$ cat src/swid_pkg.sv
// Shared types, register indexes and decode functions for the switch id segment display.
`default_nettype none

package swid_pkg;

   // Command codes of one request word
   localparam logic CMD_REFRESH = 1'b0;
   localparam logic CMD_SAMPLE  = 1'b1;

   // Configuration register indexes
   localparam int  CSR_INDEX_BITS    = 3;
   localparam logic [CSR_INDEX_BITS-1:0] CSR_MAJOR_VERSION = 3'd0;
   localparam logic [CSR_INDEX_BITS-1:0] CSR_MINOR_VERSION = 3'd1;
   localparam logic [CSR_INDEX_BITS-1:0] CSR_STABLE_LIMIT  = 3'd2;
   localparam logic [CSR_INDEX_BITS-1:0] CSR_ID_WINDOW     = 3'd3;
   localparam logic [CSR_INDEX_BITS-1:0] CSR_MARK_WINDOW   = 3'd4;
   localparam int  CSR_DATA_BITS     = 32;

   // Reset values of the configuration registers
   localparam logic [15:0] STABLE_LIMIT_RESET = 16'd1000;
   localparam logic [31:0] ID_WINDOW_RESET    = 32'd300;
   localparam logic [31:0] MARK_WINDOW_RESET  = 32'd400;

   // Digit code that lights nothing (blanked leading zero)
   localparam logic [3:0] DIGIT_BLANK = 4'd10;

   // Digit enable codes
   localparam logic [1:0] ENABLE_NONE = 2'b00;
   localparam logic [1:0] ENABLE_ONES = 2'b01;
   localparam logic [1:0] ENABLE_TENS = 2'b10;

   typedef struct packed {
      logic        command;
      logic [3:0]  switch_bits;
      logic [31:0] system_time;
   } item_type;

   typedef struct packed {
      logic [6:0] segment_bits;
      logic [1:0] digit_enables;
      logic [4:0] device_id;
      logic [6:0] display_number;
   } result_type;

   typedef struct packed {
      logic [3:0]  major_version;
      logic [3:0]  minor_version;
      logic [15:0] stable_limit;
      logic [31:0] id_window;
      logic [31:0] mark_window;
   } cfg_type;

   // Active-low segment pattern, bit0 A to bit6 G
   function automatic logic [6:0] seg_decode(input logic [3:0] digit);
      logic [6:0] seg;
      case (digit)
         4'd0:    seg = 7'h40;
         4'd1:    seg = 7'h79;
         4'd2:    seg = 7'h24;
         4'd3:    seg = 7'h30;
         4'd4:    seg = 7'h19;
         4'd5:    seg = 7'h12;
         4'd6:    seg = 7'h02;
         4'd7:    seg = 7'h78;
         4'd8:    seg = 7'h00;
         4'd9:    seg = 7'h10;
         4'd10:   seg = 7'h7F;
         default: seg = 7'h40;
      endcase
      return seg;
   endfunction

   // Tens digit of a value below 100: multiply by 103/1024
   function automatic logic [3:0] tens_of(input logic [6:0] value);
      logic [13:0] prod;
      prod = 14'(value) * 14'd103;
      return prod[13:10];
   endfunction

endpackage

`default_nettype wire

$ cat src/switch_id_two_digit_segment_display.sv
// Top level of the switch id segment display: request register, handshake and result slot.
//
// Request channel (req_): one word per refresh tick (command 0) or switch sample
// (command 1), accepted when req_valid is high and req_stall is low.
// Result channel (rsp_): one word per request, carrying segment levels, digit
// enables, the accepted device id and the shown number.
// Configuration (csr_): write-only registers, to be written only while the block is
// idle; the block itself does not enforce this. An accepted word waits in the request
// register; the display and debounce state advance, and rsp_valid is set, as it
// moves into the result slot. Throughput: one word per cycle while rsp_stall is low;
// the state update is a single pass between the request register and the state
// registers, which also form the result slot. A stalled result holds; the request
// register still takes one more word; req_stall rises only while it and the slot are full.
// Reset clears both valid flags, the display and debounce state, and loads the
// configuration reset values.
`default_nettype none

module switch_id_two_digit_segment_display #(
   parameter int COUNT_BITS = 16
) (
   input  wire logic                                clock,
   input  wire logic                                reset,
   input  wire logic                                req_valid,
   output wire logic                                req_stall,
   input  wire logic                                req_command,
   input  wire logic [3:0]                          req_switch_bits,
   input  wire logic [31:0]                         req_system_time,
   output wire logic                                rsp_valid,
   input  wire logic                                rsp_stall,
   output wire logic [6:0]                          rsp_segment_bits,
   output wire logic [1:0]                          rsp_digit_enables,
   output wire logic [4:0]                          rsp_device_id,
   output wire logic [6:0]                          rsp_display_number,
   input  wire logic                                csr_write_enable,
   input  wire logic [swid_pkg::CSR_INDEX_BITS-1:0] csr_index,
   input  wire logic [swid_pkg::CSR_DATA_BITS-1:0]  csr_write_data
);

   swid_pkg::cfg_type    cfg;
   swid_pkg::item_type   item_ff;
   swid_pkg::result_type result;

   logic in_valid_ff,  in_valid_in;
   logic rsp_valid_ff, rsp_valid_in;
   logic out_free;
   logic step;
   logic accept;

   // Handshake between request register and result slot
   assign out_free  = !rsp_valid_ff || !rsp_stall;
   assign step      = in_valid_ff && out_free;
   assign req_stall = in_valid_ff && !out_free;
   assign accept    = req_valid && !req_stall;

   always_comb begin
      if (accept) begin
         in_valid_in = 1'b1;
      end else if (step) begin
         in_valid_in = 1'b0;
      end else begin
         in_valid_in = in_valid_ff;
      end
      if (step) begin
         rsp_valid_in = 1'b1;
      end else if (!rsp_stall) begin
         rsp_valid_in = 1'b0;
      end else begin
         rsp_valid_in = rsp_valid_ff;
      end
   end

   always_ff @(posedge clock) begin
      if (reset) begin
         in_valid_ff  <= 1'b0;
         rsp_valid_ff <= 1'b0;
      end else begin
         in_valid_ff  <= in_valid_in;
         rsp_valid_ff <= rsp_valid_in;
      end
   end

   // Capture the request word
   always_ff @(posedge clock) begin
      if (accept) begin
         item_ff.command     <= req_command;
         item_ff.switch_bits <= req_switch_bits;
         item_ff.system_time <= req_system_time;
      end
   end

   swid_csr u_csr (
      .clock            (clock),
      .reset            (reset),
      .csr_write_enable (csr_write_enable),
      .csr_index        (csr_index),
      .csr_write_data   (csr_write_data),
      .cfg              (cfg)
   );

   swid_core #(
      .COUNT_BITS (COUNT_BITS)
   ) u_core (
      .clock  (clock),
      .reset  (reset),
      .step   (step),
      .item   (item_ff),
      .cfg    (cfg),
      .result (result)
   );

   assign rsp_valid          = rsp_valid_ff;
   assign rsp_segment_bits   = result.segment_bits;
   assign rsp_digit_enables  = result.digit_enables;
   assign rsp_device_id      = result.device_id;
   assign rsp_display_number = result.display_number;

endmodule

`default_nettype wire

$ cat src/swid_csr.sv
// Configuration registers of the switch id segment display.
`default_nettype none

module swid_csr (
   input  wire logic                                  clock,
   input  wire logic                                  reset,
   input  wire logic                                  csr_write_enable,
   input  wire logic [swid_pkg::CSR_INDEX_BITS-1:0]   csr_index,
   input  wire logic [swid_pkg::CSR_DATA_BITS-1:0]    csr_write_data,
   output swid_pkg::cfg_type                          cfg
);

   swid_pkg::cfg_type cfg_ff;
   swid_pkg::cfg_type cfg_in;

   // Decode the index and replace the addressed register, masked to its width
   always_comb begin
      cfg_in = cfg_ff;
      if (csr_write_enable) begin
         case (csr_index)
            swid_pkg::CSR_MAJOR_VERSION: cfg_in.major_version = csr_write_data[3:0];
            swid_pkg::CSR_MINOR_VERSION: cfg_in.minor_version = csr_write_data[3:0];
            swid_pkg::CSR_STABLE_LIMIT:  cfg_in.stable_limit  = csr_write_data[15:0];
            swid_pkg::CSR_ID_WINDOW:     cfg_in.id_window     = csr_write_data[31:0];
            swid_pkg::CSR_MARK_WINDOW:   cfg_in.mark_window   = csr_write_data[31:0];
            default:                     cfg_in = cfg_ff;
         endcase
      end
   end

   always_ff @(posedge clock) begin
      if (reset) begin
         cfg_ff.major_version <= 4'd0;
         cfg_ff.minor_version <= 4'd0;
         cfg_ff.stable_limit  <= swid_pkg::STABLE_LIMIT_RESET;
         cfg_ff.id_window     <= swid_pkg::ID_WINDOW_RESET;
         cfg_ff.mark_window   <= swid_pkg::MARK_WINDOW_RESET;
      end else begin
         cfg_ff <= cfg_in;
      end
   end

   assign cfg = cfg_ff;

endmodule

`default_nettype wire

$ cat src/swid_core.sv
// Display and debounce state with its single-pass update for one word.
`default_nettype none

module swid_core #(
   parameter int COUNT_BITS = 16
) (
   input  wire logic                clock,
   input  wire logic                reset,
   input  wire logic                step,
   input  wire swid_pkg::item_type  item,
   input  wire swid_pkg::cfg_type   cfg,
   output swid_pkg::result_type     result
);

   localparam logic [COUNT_BITS-1:0] COUNT_MAX = {COUNT_BITS{1'b1}};

   logic                  blank_done_ff, blank_done_in;
   logic                  digit_sel_ff,  digit_sel_in;
   logic [6:0]            shown_ff,      shown_in;
   logic [6:0]            seg_ff,        seg_in;
   logic [1:0]            enable_ff,     enable_in;
   logic [4:0]            id_ff,         id_in;
   logic [3:0]            last_sw_ff,    last_sw_in;
   logic [COUNT_BITS-1:0] count_ff,      count_in;
   logic [31:0]           mark_ff,       mark_in;

   logic [3:0]            tens;
   logic [3:0]            ones;
   logic [3:0]            digit;
   logic [7:0]            version_raw;
   logic [6:0]            version_num;
   logic [COUNT_BITS-1:0] count_inc;
   logic [31:0]           diff;

   // Split the shown number into digits
   always_comb begin
      tens = swid_pkg::tens_of(shown_ff);
      ones = 4'(shown_ff - 7'(tens) * 7'd10);
      if (!digit_sel_ff) begin
         digit = (tens == 4'd0) ? swid_pkg::DIGIT_BLANK : tens;
      end else begin
         digit = ones;
      end
   end

   // Version number reduced below 100 with one compare and subtract
   always_comb begin
      version_raw = 8'(cfg.major_version) * 8'd10 + 8'(cfg.minor_version);
      version_num = (version_raw >= 8'd100) ? 7'(version_raw - 8'd100) : version_raw[6:0];
   end

   assign count_inc = (count_ff == COUNT_MAX) ? count_ff : count_ff + COUNT_BITS'(1);
   assign diff      = item.system_time - mark_ff;

   // Next state for a refresh tick or a switch sample
   always_comb begin
      blank_done_in = blank_done_ff;
      digit_sel_in  = digit_sel_ff;
      shown_in      = shown_ff;
      seg_in        = seg_ff;
      enable_in     = enable_ff;
      id_in         = id_ff;
      last_sw_in    = last_sw_ff;
      count_in      = count_ff;
      mark_in       = mark_ff;
      if (item.command == swid_pkg::CMD_REFRESH) begin
         if (!blank_done_ff) begin
            enable_in     = swid_pkg::ENABLE_NONE;
            blank_done_in = 1'b1;
         end else begin
            blank_done_in = 1'b0;
            digit_sel_in  = ~digit_sel_ff;
            seg_in        = swid_pkg::seg_decode(digit);
            enable_in     = digit_sel_ff ? swid_pkg::ENABLE_ONES : swid_pkg::ENABLE_TENS;
         end
      end else begin
         count_in = count_inc;
         if (item.switch_bits != last_sw_ff) begin
            count_in   = '0;
            last_sw_in = item.switch_bits;
         end else if (32'(count_inc) > 32'(cfg.stable_limit)) begin
            if (diff < cfg.id_window) begin
               id_in    = 5'(item.switch_bits) + 5'd1;
               shown_in = 7'(5'(item.switch_bits) + 5'd1);
               count_in = '0;
            end else begin
               shown_in = version_num;
               if (diff > cfg.mark_window) begin
                  mark_in = item.system_time;
               end
            end
         end
      end
   end

   // Advance state only when a word moves into the result slot
   always_ff @(posedge clock) begin
      if (reset) begin
         blank_done_ff <= 1'b0;
         digit_sel_ff  <= 1'b0;
         shown_ff      <= 7'd0;
         seg_ff        <= 7'd0;
         enable_ff     <= swid_pkg::ENABLE_NONE;
         id_ff         <= 5'd0;
         last_sw_ff    <= 4'd0;
         count_ff      <= '0;
         mark_ff       <= 32'd0;
      end else if (step) begin
         blank_done_ff <= blank_done_in;
         digit_sel_ff  <= digit_sel_in;
         shown_ff      <= shown_in;
         seg_ff        <= seg_in;
         enable_ff     <= enable_in;
         id_ff         <= id_in;
         last_sw_ff    <= last_sw_in;
         count_ff      <= count_in;
         mark_ff       <= mark_in;
      end
   end

   assign result.segment_bits   = seg_ff;
   assign result.digit_enables  = enable_ff;
   assign result.device_id      = id_ff;
   assign result.display_number = shown_ff;

endmodule

`default_nettype wire

$ cat config.mk
export PLATFORM = sky130hd
export DESIGN_NAME = switch_id_two_digit_segment_display
export DESIGN_NICKNAME = d
export VERILOG_FILES = /design/src/swid_pkg.sv /design/src/switch_id_two_digit_segment_display.sv /design/src/swid_csr.sv /design/src/swid_core.sv
export SDC_FILE = /design/constraint.sdc
export NUM_CORES = 1
export LEC_CHECK = 0
export ABC_CLOCK_PERIOD_IN_PS = 6600
export BUFFER_PORTS_ARGS = -buffer_cell sky130_fd_sc_hd__buf_2
export CORE_AREA = 2 2 165 167
export CTS_BUF_LIST = sky130_fd_sc_hd__clkbuf_2
export DETAILED_ROUTE_END_ITERATION = 7
export DIE_AREA = 0 0 167 169
export GPL_TIMING_DRIVEN = 0
export PLACE_DENSITY = 0.68
export SYNTH_ARGS = -nofsm -noshare
export SYNTH_HDL_FRONTEND = slang
export SYNTH_SLANG_ARGS = --single-unit
$ cat constraint.sdc
create_clock -name clock -period 6.6 [get_ports clock]
set_input_delay 0.33 -clock clock [delete_from_list [all_inputs] [get_ports clock]]
set_output_delay 0.33 -clock clock [all_outputs]
set_load 0.01 [all_outputs]
; ---- Word-level counts from Yosys, hierarchy flattened
; Memories as Yosys holds them, arrays and structs flattened. A register that Yosys moved wholly into a read port is not among the register bits.
; Index checks and enable logic that the tools add are counted.
[totals]
output_inout_bits = 23
input_bits = 77
romBits = 112
n_memories = 1
word_cells = 82
register_bits = 195
[memory_table]
columns = name, words, word_bits, read_ports, rd_ports_with_merged_regs, wr, line
row1 = (name not given), 16, 7, 1, 1, 0, swid_pkg.sv:56  ; case (digit)
[op_classes]
bitwise_logic = 4
reduce_logical = 23
n_mux = 15
n_eq_ne = 7
multipliers = 3
n_lt_le_gt_ge = 4
addsub = 7
[ops]
columns = operator, n
row1 = $mux 16, 4
row2 = $gt 32x32->1, 1
row3 = $lt 32x32->1, 1
row4 = $sub 32x32->32, 1
row5 = $add 16x1->16 const B, 1
row6 = $eq 16x16->1 const B, 1
row7 = $gt 16x16->1, 1
row8 = $mul 7x7->14 const B, 1
row9 = $mux 7, 2
row10 = $reduce_and 2->1, 7
row11 = $add 4x1->5 const B, 2
row12 = $add 8x4->8, 1
row13 = $ge 8x7->1 const B, 1
row14 = $mux 4, 2
row15 = $mul 4x3->7 const B, 1
row16 = $sub 7x7->7 const B, 1
row17 = $eq 3x2->1 const B, 2
row18 = $reduce_and 3->1, 2
row19 = $reduce_and 6->1, 1
row20 = $mux 1, 5
row21 = $reduce_and 5->1, 1
row22 = $logic_not 1->1, 4
row23 = $logic_not 4->1, 1
row24 = $mul 4x3->3 const B, 1
row25 = 12 further kinds, 18

; ---- Depth between registers and ports, before layout
; Gate-level depths: netlist of run 1.
[logic_depth]
word_depth = 7
ltp_mapped = 25
depth_no_buf = 23

; ---- By module
; Synthesis of run 1 repeated with hierarchy kept, for this count alone.
[unflattened]
cells_unflattened = 1446
area_unflattened_um2 = 13221.4
[by_module_without_submodules]
columns = mod, cells_per_inst, area_per_inst_um2, seq_area_each_um2, n_inst
row1 = swid_core, 1063, 8430.6, 1501.4, 1
row2 = swid_csr, 336, 3593.4, 1761.7, 1
row3 = switch_id_two_digit_segment_display, 47, 1197.4, 1151.1, 1

; ---- Least setup slack after synthesis of run 1
; OpenSTA, ideal clock, no wires.
[synth_timing]
kind = reg-to-reg
startpoint = reg u_core.shown_ff[5]
endpoint = reg u_core.seg_ff[4]
setup_ns = 0.129
path_buffers = 1
t_arrival_ns = 5.112
required_ns = 6.471
synth_period_minus_slack_ns = 5.241
slack_ns = 1.359
stages_incl_launch_ff = 22
cell_sequence = dfxtp_1 > inv_1 > ha_1 > fa_1 > inv_1 > fa_1 > ha_1 > ha_1 > a21oi_1 > nand2_1 > a221oi_2 > nand2_1 > ha_1 > fa_1 > xnor2_1 > a21o_1 > a221o_1 > o221a_2 > buf_6 > mux2_4 > a21oi_2 > o41ai_2
[synth_between]
elab_chain_cells = 4
word_cells_on_any_way = 6
cone_classes = add/sub (1) / mul (2) / mux (2) / reduce/logical (1)
[synth_rtl]
columns = element, line
row1 = start: declaration, swid_core.sv:19  ; logic [6:0] shown_ff, shown_in;
row2 = start signal: assignment, swid_core.sv:111  ; shown_ff <= shown_in;
row3 = $mul 7x7->14 (*), swid_pkg.sv:76  ; prod = 14'(value) * 14'd103;
row4 = $mul 4x3->3 / $logic_not 4->1 (equally long branches), "swid_core.sv:38, swid_core.sv:40"
row5 = $sub 4x4->4 / $mux 4 (equally long branches), "swid_core.sv:38, swid_core.sv:40"
row6 = $mux 4 (*), swid_core.sv:39  ; if (!digit_sel_ff) begin
row7 = end: declaration, swid_core.sv:20  ; logic [6:0] seg_ff, seg_in;
; Every way passes the cells marked *; elsewhere a longest branch is shown, timed or not.
; A chain may end at the register's enable or synchronous reset.

; ---- Worst setup path after layout of run 1
[layout_timing]
startpoint = reg item_ff[0] (netlist bit)
endpoint = reg u_core.mark_ff[12]
[layout_between]
elab_chain_cells = 4
word_cells_on_any_way = 5
cone_classes = add/sub (1) / order compare (2) / bitwise (1) / reduce/logical (1)
[layout_rtl]
columns = element, line
row1 = start: declaration, switch_id_two_digit_segment_display.sv:40  ; swid_pkg::item_type item_ff;
row2 = $sub 32x32->32 (*), swid_core.sv:53  ; assign diff = item.system_time - mark_ff;
row3 = $lt 32x32->1, swid_core.sv:82  ; if (diff < cfg.id_window) begin
row4 = $not 1->1 (no source line), --
row5 = $reduce_and 6->1 (no source line) (*), --
row6 = end signal: assignment, swid_core.sv:117  ; mark_ff <= mark_in;
row7 = end: declaration, swid_core.sv:25  ; logic [31:0] mark_ff, mark_in;
; Marks and branches as above.

==> results.sh, run 1 <==
export IMPL_core_area_um2=26500
export IMPL_power_switching_uw=791
export IMPL_ant_nets=0
export IMPL_final_area_um2=15400
export IMPL_routabilityCongestion=0.887
export IMPL_layout_common_cells="200 x nand2_1, 165 x dfxtp_1, 162 x ha_1"
export IMPL_start_util_pct=49.5
export IMPL_clockPowerShare_pct=34.7
export IMPL_grt_pass1_wl_um=52400
export IMPL_routedWlPerCell_um=15.1
export IMPL_postCtsHoldBufs=79
export IMPL_min_period_ns=5.89
export IMPL_yosys_warnings=0
export IMPL_maxSlewHeadroom_pct=47.9
export IMPL_finalCritPeriodShare_pct=89.3
export IMPL_synthAdderAreaFrac_pct=17.3
export IMPL_ios=100
export IMPL_crit_fanout=10
export IMPL_dp_hpwl_um=24700
export IMPL_ir_worst_vdd_v=0.000130
export IMPL_cts_setup_buffers=0
export IMPL_cts_buffer_depth=3
export IMPL_power_total_mw=2.65
export IMPL_rrSetupSlack_ns=0.71
export IMPL_synthToLayoutAreaGrowth_pct=17.2
export IMPL_yosysSeqAreaShare_pct=33.7
export IMPL_setup_viol=0
export IMPL_die_area_um2=28200
export IMPL_row_count=60
export IMPL_clk_pin_slew_ns=0.10
export IMPL_worst_slew_pin_slew_ns=0.776
export IMPL_arrival_ns=6.63
export IMPL_share_comb_of_total_power_pct=16.1
export IMPL_synth_xor_area_share_pct=3.81
export IMPL_yosys_area_share_simple_pct=18.6
export IMPL_clock_fmax_mhz=170
export IMPL_final_common_cell="nand2_1"
export IMPL_synth_cell_area_um2=13100
export IMPL_dp_cells=1971
export IMPL_place_ws_ns=0.741
export IMPL_seqPwrFrac_pct=49.3
export IMPL_setup_slack_ns=0.706
export IMPL_final_nets=2017
export IMPL_synth_compound_area_share_pct=16.1
export IMPL_final_cells=2155
export IMPL_wl_um=32500
export IMPL_ys_flop_type="dfxtp_1"
export IMPL_worst_setup_path_end_kind="flop"
export IMPL_die_h_um=169
export IMPL_p_leak_nw=6.62
export IMPL_htreeDepth=2
export IMPL_clock_skew_ns=0.0441
export IMPL_num_vias=11490
export IMPL_synth_cell_type_count=77
export IMPL_worstPathRequired_ns=7.34
export IMPL_hp_class="primary input to flop"
export IMPL_viasPerCell=5.33
export IMPL_powerDensity_nw_per_um2=172
export IMPL_worstSkewPairLatency_ns=0.85
export IMPL_internal_power_mw=1.85
export IMPL_cts_tree="done"
export IMPL_holdWs_ns=0.150
export IMPL_track_usage_pct=22.7
export IMPL_port_buffers=98
export IMPL_cts_made_buffers=55
export IMPL_p_sw_share_pct=29.9
export IMPL_route_detailed_drc=0
export IMPL_status="completed"
export IMPL_placed_cell_area_um2=14100
export IMPL_rsz0062_at_grt="no"
export IMPL_cap_violations=0
export IMPL_nFillCells=2459
export IMPL_grt_overflow_total=0
export IMPL_path_class="flop to flop"
export IMPL_syn_avg_cell_area_um2=8.56
export IMPL_syn_inst=1531
export IMPL_cp_start_kind="flop"
export IMPL_synth_top_family_by_area="simple AND/OR/NAND/NOR gates"
export IMPL_clockRootBuffer="clkbuf_2"
export IMPL_antenna_found_initial=1
export IMPL_drt_iter0_markers=765
export IMPL_final_hold_viol_count=0
export IMPL_final_max_slew_violation_count=0
export IMPL_grt_pass1_vias=10923
export IMPL_firstDrtPassIters=7
export IMPL_async_flop_share_pct=0
export IMPL_clock_sinks=202
export IMPL_final_setup_tns_ns=0
export IMPL_synth_nets=1782
export IMPL_grt_max_degree=33
export IMPL_ys_ff_latch=202
export IMPL_drive_gt1_share_pct=12.7
export IMPL_cts_resized=0
export IMPL_synth_edf_count=37
export IMPL_final_util_pct=58.0
export IMPL_synthMuxAreaShare_pct=4.30
export IMPL_die_x_um=167
==> logic make-up (layout without fill, tap and decap cells) <==
| family | count (synthesis) | count (layout) |
|---|---|---|
| xor+xnor | 57 | 57 |
| buf+inv | 209 | 490 |
| fa+ha+maj | 174 | 174 |
| mux | 55 | 55 |
| flops | 202 | 202 |
| other cells | 0 | 2 |
| compound gates | 325 | 325 |
| simple gates | 509 | 509 |
==> cells in the mapped netlist (all sizes together) (5+ instances only) <==
cell     instances  area (µm²)
a21oi          149         768
buf              8        65.1
clkbuf          50         188
a2111oi          7        75.1
ha             162        2030
o31ai            5        47.5
nand4           21         131
o21ai           33         165
mux2             5        63.8
or2              8        50.1
nand2b          72         450
o21bai           8        60.1
a31oi            5        31.3
nor3            13        70.1
mux2i           50         500
edfxtp          37        1110
a211o            9        78.8
and3            10        62.6
xor2            15         131
nand3           34         170
and2             6        40.0
a22oi           18         140
nand3b          10        75.1
o21a            14         105
fa              12         240
nor2           103         397
inv            151         567
nand2          201         757
a21o            39         293
a211oi          12         100
nor2b           12        75.1
or3              7        43.8
dfxtp          165        3300
xnor2           42         368
==> per-layer routing <==
| layer | wire length [µm] | vias to the layer above | track usage, % |
|---|---|---|---|
| met5 | 0 | - | 0 |
| met4 | 817 | 0 | 7.46 |
| met3 | 1560 | 70 | 4.04 |
| met2 | 15000 | 255 | 38.1 |
| met1 | 15100 | 5397 | 29.7 |
| li1 | - | 5768 | - |
==> power groups by stage <==
stage	Sequential, mW	Clock, mW	Combinational, mW
finish	1.30	0.917	0.425
global route	1.31	1.02	0.478
CTS	1.30	0.952	0.423
detailed placement	1.33	0	0.385
global placement	1.33	0	0.376
floorplan	1.33	0	0.269
==> path summary, 6_finish.rpt <==
check | from | to | cells past startpoint
setup reg to reg | item_ff[0] | u_core.mark_ff[12] | 25
hold / removal | csr_index[2] | u_csr.cfg[0] | 5
setup / recovery | item_ff[0] | u_core.mark_ff[12] | 25
hold reg to reg | u_core.seg_ff[2] | u_core.seg_ff[2] | 2
==> flip-flops by register name, indices dropped and copies added (netlist names) <==
signal,flops
u_core.enable_ff,2
item_ff,37
u_csr.cfg,88
u_core.id_ff,5
u_core.seg_ff,7
u_core.blank_done_ff,1
u_core.mark_ff,32
u_core.shown_ff,7
u_core.digit_sel_ff,1
in_valid_ff,1
u_core.last_sw_ff,4
u_core.count_ff,16
rsp_valid,1
==> worst max-delay path: stages, from the launching register on <==
cell	delay (ns)
edfxtp_1	0.43
inv_1	0.08
ha_1	0.16
inv_1	0.05
fa_1	0.41
a21o_1	0.17
a21oi_1	0.21
o21bai_1	0.09
a21oi_1	0.37
o221ai_1	0.32
a211oi_1	0.40
o31ai_1	0.12
a21oi_1	0.18
xnor2_1	0.14
ha_1	0.29
o21ai_0	0.07
nand2b_1	0.07
a21oi_1	0.06
or3_1	0.43
a2111oi_2	0.49
nor4_4	0.18
nor2_2	0.25
o211a_1	0.18
buf_2	0.23
buf_6	0.21
mux2i_1	0.20
==> cell type report <==
type                            instances  area [µm²]  area share [%]
Timing Repair Buffer                  178        1300            8.46
Multi-Input combinational cell       1120        7890            51.3
Buffer                                 58         253            1.64
Inverter                              151         567            3.69
Clock inverter                         20         104           0.676
Antenna cell                            2        5.00          0.0326
Clock buffer                           83         415            2.70
Sequential cell                       202        4410            28.7
Tap cell                              341         427            2.78
Note: power is estimated with default switching activity, not from simulation.
==> inputs of run 2 (changes only) <==
ABC_CLOCK_PERIOD_IN_PS = 6200   (was 6600)
clock period = 6.2 ns   (was 6.6 ns; I/O delays follow)
==> run 2 against run 1 <==
Critical path type unchanged. Total power is 6.5% higher. Utilization about the same. Fmax increased by 2.2%. Global-route usage did not move. Critical path depth unchanged. First-iteration DRC count is 1.4% lower. Clock power increased by 6.4%.
==> results.sh, run 2 (synthesis gave the netlist of run 1 again) <==
export IMPL_ant_nets=0
export IMPL_drt_iter0_markers=754
export IMPL_grt_pass1_wl_um=52400
export IMPL_worst_slew_pin_slew_ns=0.777
export IMPL_timing_rr_start="item_ff[0]"
export IMPL_track_usage_pct=22.7
export IMPL_clockRootBuffer="clkbuf_2"
export IMPL_finalCritPeriodShare_pct=93.0
export IMPL_largest_reg_flops=88
export IMPL_wl_um=32500
export IMPL_cts_tree="done"
export IMPL_crit_cells=25
export IMPL_status="completed"
export IMPL_share_comb_of_total_power_pct=16.1
export IMPL_row_count=60
export IMPL_setup_viol=0
export IMPL_final_max_slew_violation_count=0
export IMPL_cts_made_buffers=55
export IMPL_htreeDepth=2
export IMPL_route_detailed_drc=0
export IMPL_rsz0062_at_grt="no"
export IMPL_clock_skew_ns=0.0424
export IMPL_power_switching_uw=842
export IMPL_clock_sinks=202
export IMPL_die_area_um2=28200
export IMPL_arrival_ns=6.50
export IMPL_final_area_um2=15400
export IMPL_die_h_um=169
export IMPL_holdWs_ns=0.134
export IMPL_placed_cell_area_um2=14100
export IMPL_ios=100
export IMPL_clock_fmax_mhz=173
export IMPL_worstSkewPairLatency_ns=0.85
export IMPL_start_util_pct=49.5
export IMPL_drive_gt1_share_pct=12.7
export IMPL_path_class="flop to flop"
export IMPL_cp_slowest_stage_delay_ns=0.49
export IMPL_p_leak_nw=6.62
export IMPL_antenna_found_initial=1
export IMPL_layout_common_cells="200 x nand2_1, 165 x dfxtp_1, 162 x ha_1"
export IMPL_r2r_end="u_core.mark_ff[12]"
export IMPL_powerDensity_nw_per_um2=183
export IMPL_crit_family="compound AO/OA/AOI/OAI gates"
export IMPL_routabilityCongestion=0.887
export IMPL_hold_path_depth=5
export IMPL_firstDrtPassIters=7
export IMPL_grt_max_degree=33
export IMPL_seqPwrFrac_pct=49.3
export IMPL_critPathBufInv=4
export IMPL_worst_setup_path_end_kind="flop"
export IMPL_port_buffers=98
export IMPL_num_vias=11473
export IMPL_hp_class="primary input to flop"
export IMPL_p_sw_share_pct=29.9
export IMPL_clk_pin_slew_ns=0.10
export IMPL_holdPathEnd="u_csr.cfg[32]"
export IMPL_routedWlPerCell_um=15.1
export IMPL_final_setup_tns_ns=0
export IMPL_crit_fanout=10
export IMPL_dp_hpwl_um=24700
export IMPL_internal_power_mw=1.97
export IMPL_rr_worst_depth=25
export IMPL_worstPathRequired_ns=6.94
export IMPL_ir_worst_vdd_v=0.000138
export IMPL_cts_setup_buffers=0
export IMPL_cp_start_kind="flop"
export IMPL_clockPowerShare_pct=34.7
export IMPL_slowest_stage="a2111oi_2"
export IMPL_final_common_cell="nand2_1"
export IMPL_cts_buffer_depth=3
export IMPL_synthToLayoutAreaGrowth_pct=17.3
export IMPL_final_hold_viol_count=0
export IMPL_maxSlewHeadroom_pct=47.8
export IMPL_hp_start="csr_index[2]"
export IMPL_final_util_pct=58.0
export IMPL_grt_overflow_total=0
export IMPL_cp_common_cell="a21oi_1"
export IMPL_core_area_um2=26500
export IMPL_min_period_ns=5.77
export IMPL_rrSetupSlack_ns=0.43
export IMPL_final_nets=2017
export IMPL_grt_pass1_vias=10923
export IMPL_die_x_um=167
export IMPL_cap_violations=0
export IMPL_viasPerCell=5.32
## run 2: cell counts in the layout (fill, tap and decap cells not counted)
Identical to the previous run, type by type.
## run 2: cell type report
cell class	count	area, µm²
diodes	2	5.00
plain buffers	58	253
clock buffers	83	415
clock inverters	20	104
fillers	2459	11100
inverters	151	567
multi-input cells	1120	7890
flip-flops and latches	202	4410
well taps	341	427
repair buffers	178	1300
## run 2: worst reg2reg max path: stages, from the launching register on
cell	delay, ns
edfxtp_1	0.43
inv_1	0.08
ha_1	0.16
inv_1	0.05
fa_1	0.41
a21o_1	0.17
a21oi_1	0.22
o21bai_1	0.12
a21oi_2	0.26
o221ai_1	0.27
a211oi_1	0.39
o31ai_1	0.12
a21oi_1	0.18
xnor2_1	0.14
ha_1	0.29
o21ai_0	0.07
nand2b_1	0.07
a21oi_1	0.06
or3_1	0.43
a2111oi_2	0.49
nor4_4	0.18
nor2_2	0.25
o211a_1	0.18
buf_2	0.23
buf_6	0.21
mux2i_1	0.20
## run 2: worst max-delay path by stage
stage / start / end / slack (ns)
6_report: item_ff[0] / u_core.mark_ff[12] / 0.43
2_1_floorplan: u_core.shown_ff[5] / u_core.seg_ff[4] / 0.96
4_1_cts: item_ff[0] / u_core.mark_ff[12] / 0.29
5_1_grt: item_ff[0] / u_core.mark_ff[12] / 0.02
3_3_place_gp: item_ff[0] / u_core.mark_ff[29] / 0.36
3_5_place_dp: item_ff[0] / u_core.mark_ff[8] / 0.34
## run 2: metal layers
layer | track usage [%] | routed length [µm] | vias up
met1 | 29.7 | 15100 | 5374
met5 | 0 | 0 | -
li1 | - | - | 5771
met2 | 38.1 | 15000 | 258
met3 | 4.04 | 1590 | 70
met4 | 7.46 | 798 | 0
## run 2: power groups by stage
stage               Clock, mW  Sequential (mW)  Combinational, mW
finish                  0.976             1.39              0.453
global route             1.08             1.39              0.510
CTS                      1.01             1.39              0.450
detailed placement          0             1.42              0.410
global placement            0             1.42              0.400
floorplan                   0             1.41              0.286
## run 2: through the flow
step                total power, mW  std cells  setup WS [ns]
floorplan                      1.70       1531          0.959
global placement               1.82       1970          0.364
detailed placement             1.83       1971          0.341
CTS                            2.85       2153          0.288
global route                   2.98       2155         0.0219
finish                         2.82       2155          0.434
## run 2: timing repair
item	CTS	global route
endpoints found under the hold margin	139	0
hold buffers	79	0
setup endpoints to repair	0	16
gates resized for setup	0	1
==> inputs of run 3 (changes only) <==
RECOVER_POWER = 50   (was not set)
==> run 3 against run 2 <==
The run now ends with max-capacitance violations, max-slew violations left. Sequential cell count unchanged. Count of clock-buffer cells in the layout is the same. Design area fell by 0.17%. Hold slack got worse by 0.0029 ns. Wire length about the same. Largest power group unchanged. Critical path type unchanged. Sequential power about the same. Register-to-register slack barely moved. Setup slack improved by 0.00077 ns.
==> results.sh, run 3 (synthesis gave the netlist of run 1 again) <==
export IMPL_grt_pass1_wl_um=52400
export IMPL_layout_common_cells="200 x nand2_1, 165 x dfxtp_1, 162 x ha_1"
export IMPL_cts_tree="done"
export IMPL_final_nets=2017
export IMPL_dp_cells=1971
export IMPL_hp_class="primary input to flop"
export IMPL_status="complete, but fails checks"
export IMPL_route_detailed_drc=0
export IMPL_antenna_found_initial=1
export IMPL_die_h_um=169
export IMPL_clk_pin_slew_ns=0.09
export IMPL_ir_worst_vdd_v=0.000138
export IMPL_cts_buffer_depth=3
export IMPL_min_period_ns=5.76
export IMPL_firstDrtPassIters=6
export IMPL_track_usage_pct=22.7
export IMPL_port_buffers=98
export IMPL_worstPathRequired_ns=6.94
export IMPL_nFillCells=2465
export IMPL_clock_sinks=202
export IMPL_clock_skew_ns=0.0434
export IMPL_largest_reg_flops=88
export IMPL_grt_use_met2_pct=38.1
export IMPL_start_util_pct=49.5
export IMPL_arrival_ns=6.50
export IMPL_cts_made_buffers=55
export IMPL_seq_area_um2=4410
export IMPL_worst_setup_path_end_kind="flop"
export IMPL_die_area_um2=28200
export IMPL_placed_cell_area_um2=14100
export IMPL_use_met3_pct=4.04
export IMPL_drive_gt1_share_pct=12.5
export IMPL_final_max_slew_violation_count=33
export IMPL_place_ws_ns=0.341
export IMPL_htreeDepth=2
export IMPL_cp_common_cell="a21oi_1"
export IMPL_multi_input_area_um2=7880
export IMPL_clockRootBuffer="clkbuf_2"
export IMPL_path_class="flop to flop"
export IMPL_die_x_um=167
export IMPL_final_common_cell="nand2_1"
export IMPL_drt_iter0_markers=748
export IMPL_busiest_layer="met2"
export IMPL_p_leak_nw=6.60
export IMPL_setup_slack_ns=0.435
export IMPL_core_area_um2=26500
export IMPL_slowest_stage="a2111oi_2"
export IMPL_globalRouteMet1Util_pct=29.7
export IMPL_final_util_pct=57.9
export IMPL_row_count=60
export IMPL_powerDensity_nw_per_um2=183
export IMPL_cp_start_kind="flop"
export IMPL_cap_violations=1
export IMPL_final_cells=2155
export IMPL_synthToLayoutAreaGrowth_pct=17.1
export IMPL_clock_fmax_mhz=173
export IMPL_holdWs_ns=0.131
export IMPL_setup_viol=0
export IMPL_num_vias=11451
export IMPL_worst_slew_pin_slew_ns=1.93
export IMPL_crit_fanout=10
export IMPL_grt_overflow_total=0
export IMPL_viasPerCell=5.31
export IMPL_ios=100
export IMPL_dp_hpwl_um=24700
export IMPL_grt_pass1_vias=10923
export IMPL_maxSlewHeadroom_pct=-28.7
export IMPL_wl_um=32500
export IMPL_grt_max_degree=33
export IMPL_rsz0062_at_grt="no"
export IMPL_worstSkewPairLatency_ns=0.85
export IMPL_finalCritPeriodShare_pct=93.0
export IMPL_cp_slowest_stage_delay_ns=0.49
export IMPL_power_total_mw=2.81
export IMPL_ant_nets=0
export IMPL_routedWlPerCell_um=15.1
export IMPL_final_area_um2=15300
export IMPL_final_setup_tns_ns=0
export IMPL_routabilityCongestion=0.887
export IMPL_violations="max-capacitance violations, max-slew violations"
export IMPL_final_hold_viol_count=0
run 3: changes by cell type in the layout (fill, tap and decap cells not counted):
cell	delta
nor2b_4	-1
buf_2	-2
buf_12	-1
clkbuf_1	+3
nor2b_1	+1
run 3: layout make-up:
type	instances	area share, %
sequential	202	28.8
clock inverter	20	0.677
multi-input combinational	1120	51.4
tap	341	2.78
timing repair buffer	178	8.36
inverter	151	3.69
antenna	2	0.0326
clock buffer	83	2.71
buffer	58	1.65
run 3: what timing repair did:
| action | CTS | global route |
|---|---|---|
| hold endpoints to repair | 139 | 0 |
| endpoints found under the setup margin | 0 | 16 |
| hold buffers | 79 | 0 |
| gates resized for setup | 0 | 1 |
| buffers inserted | 0 | 0 |
run 3: routing by layer:
layer  vias to the layer above  wire length, µm
met5                         -                0
met4                         0              828
met3                        72             1600
li1                       5772                -
met1                      5349            15100
met2                       258            15000
run 3: path summary, 6_finish.rpt:
check,start,to,slack [ns],cells after the start
worst max register to register,item_ff[0],u_core.mark_ff[12],0.44,25
worst max-delay path,item_ff[0],u_core.mark_ff[12],0.44,25
worst min register to register,u_core.seg_ff[2],u_core.seg_ff[2],0.45,2
worst min-delay path,csr_index[2],u_csr.cfg[32],0.13,5
run 3: worst max-delay path, delay by kind of cell (launching register included):
family / cells / cell delay [ns]
multiplexers: 1 / 0.20
AO/OA/AOI/OAI: 12 / 2.53
buffers and inverters: 4 / 0.57
adder cells (fa/ha/maj): 3 / 0.86
AND/OR/NAND/NOR: 4 / 0.93
flip-flops: 1 / 0.43
XOR/XNOR: 1 / 0.14
run 3: power breakdown:
part	switching (mW)	internal, mW	total (mW)
Combinational	0.246	0.204	0.451
Sequential	0.0201	1.37	1.39
Clock	0.575	0.400	0.976
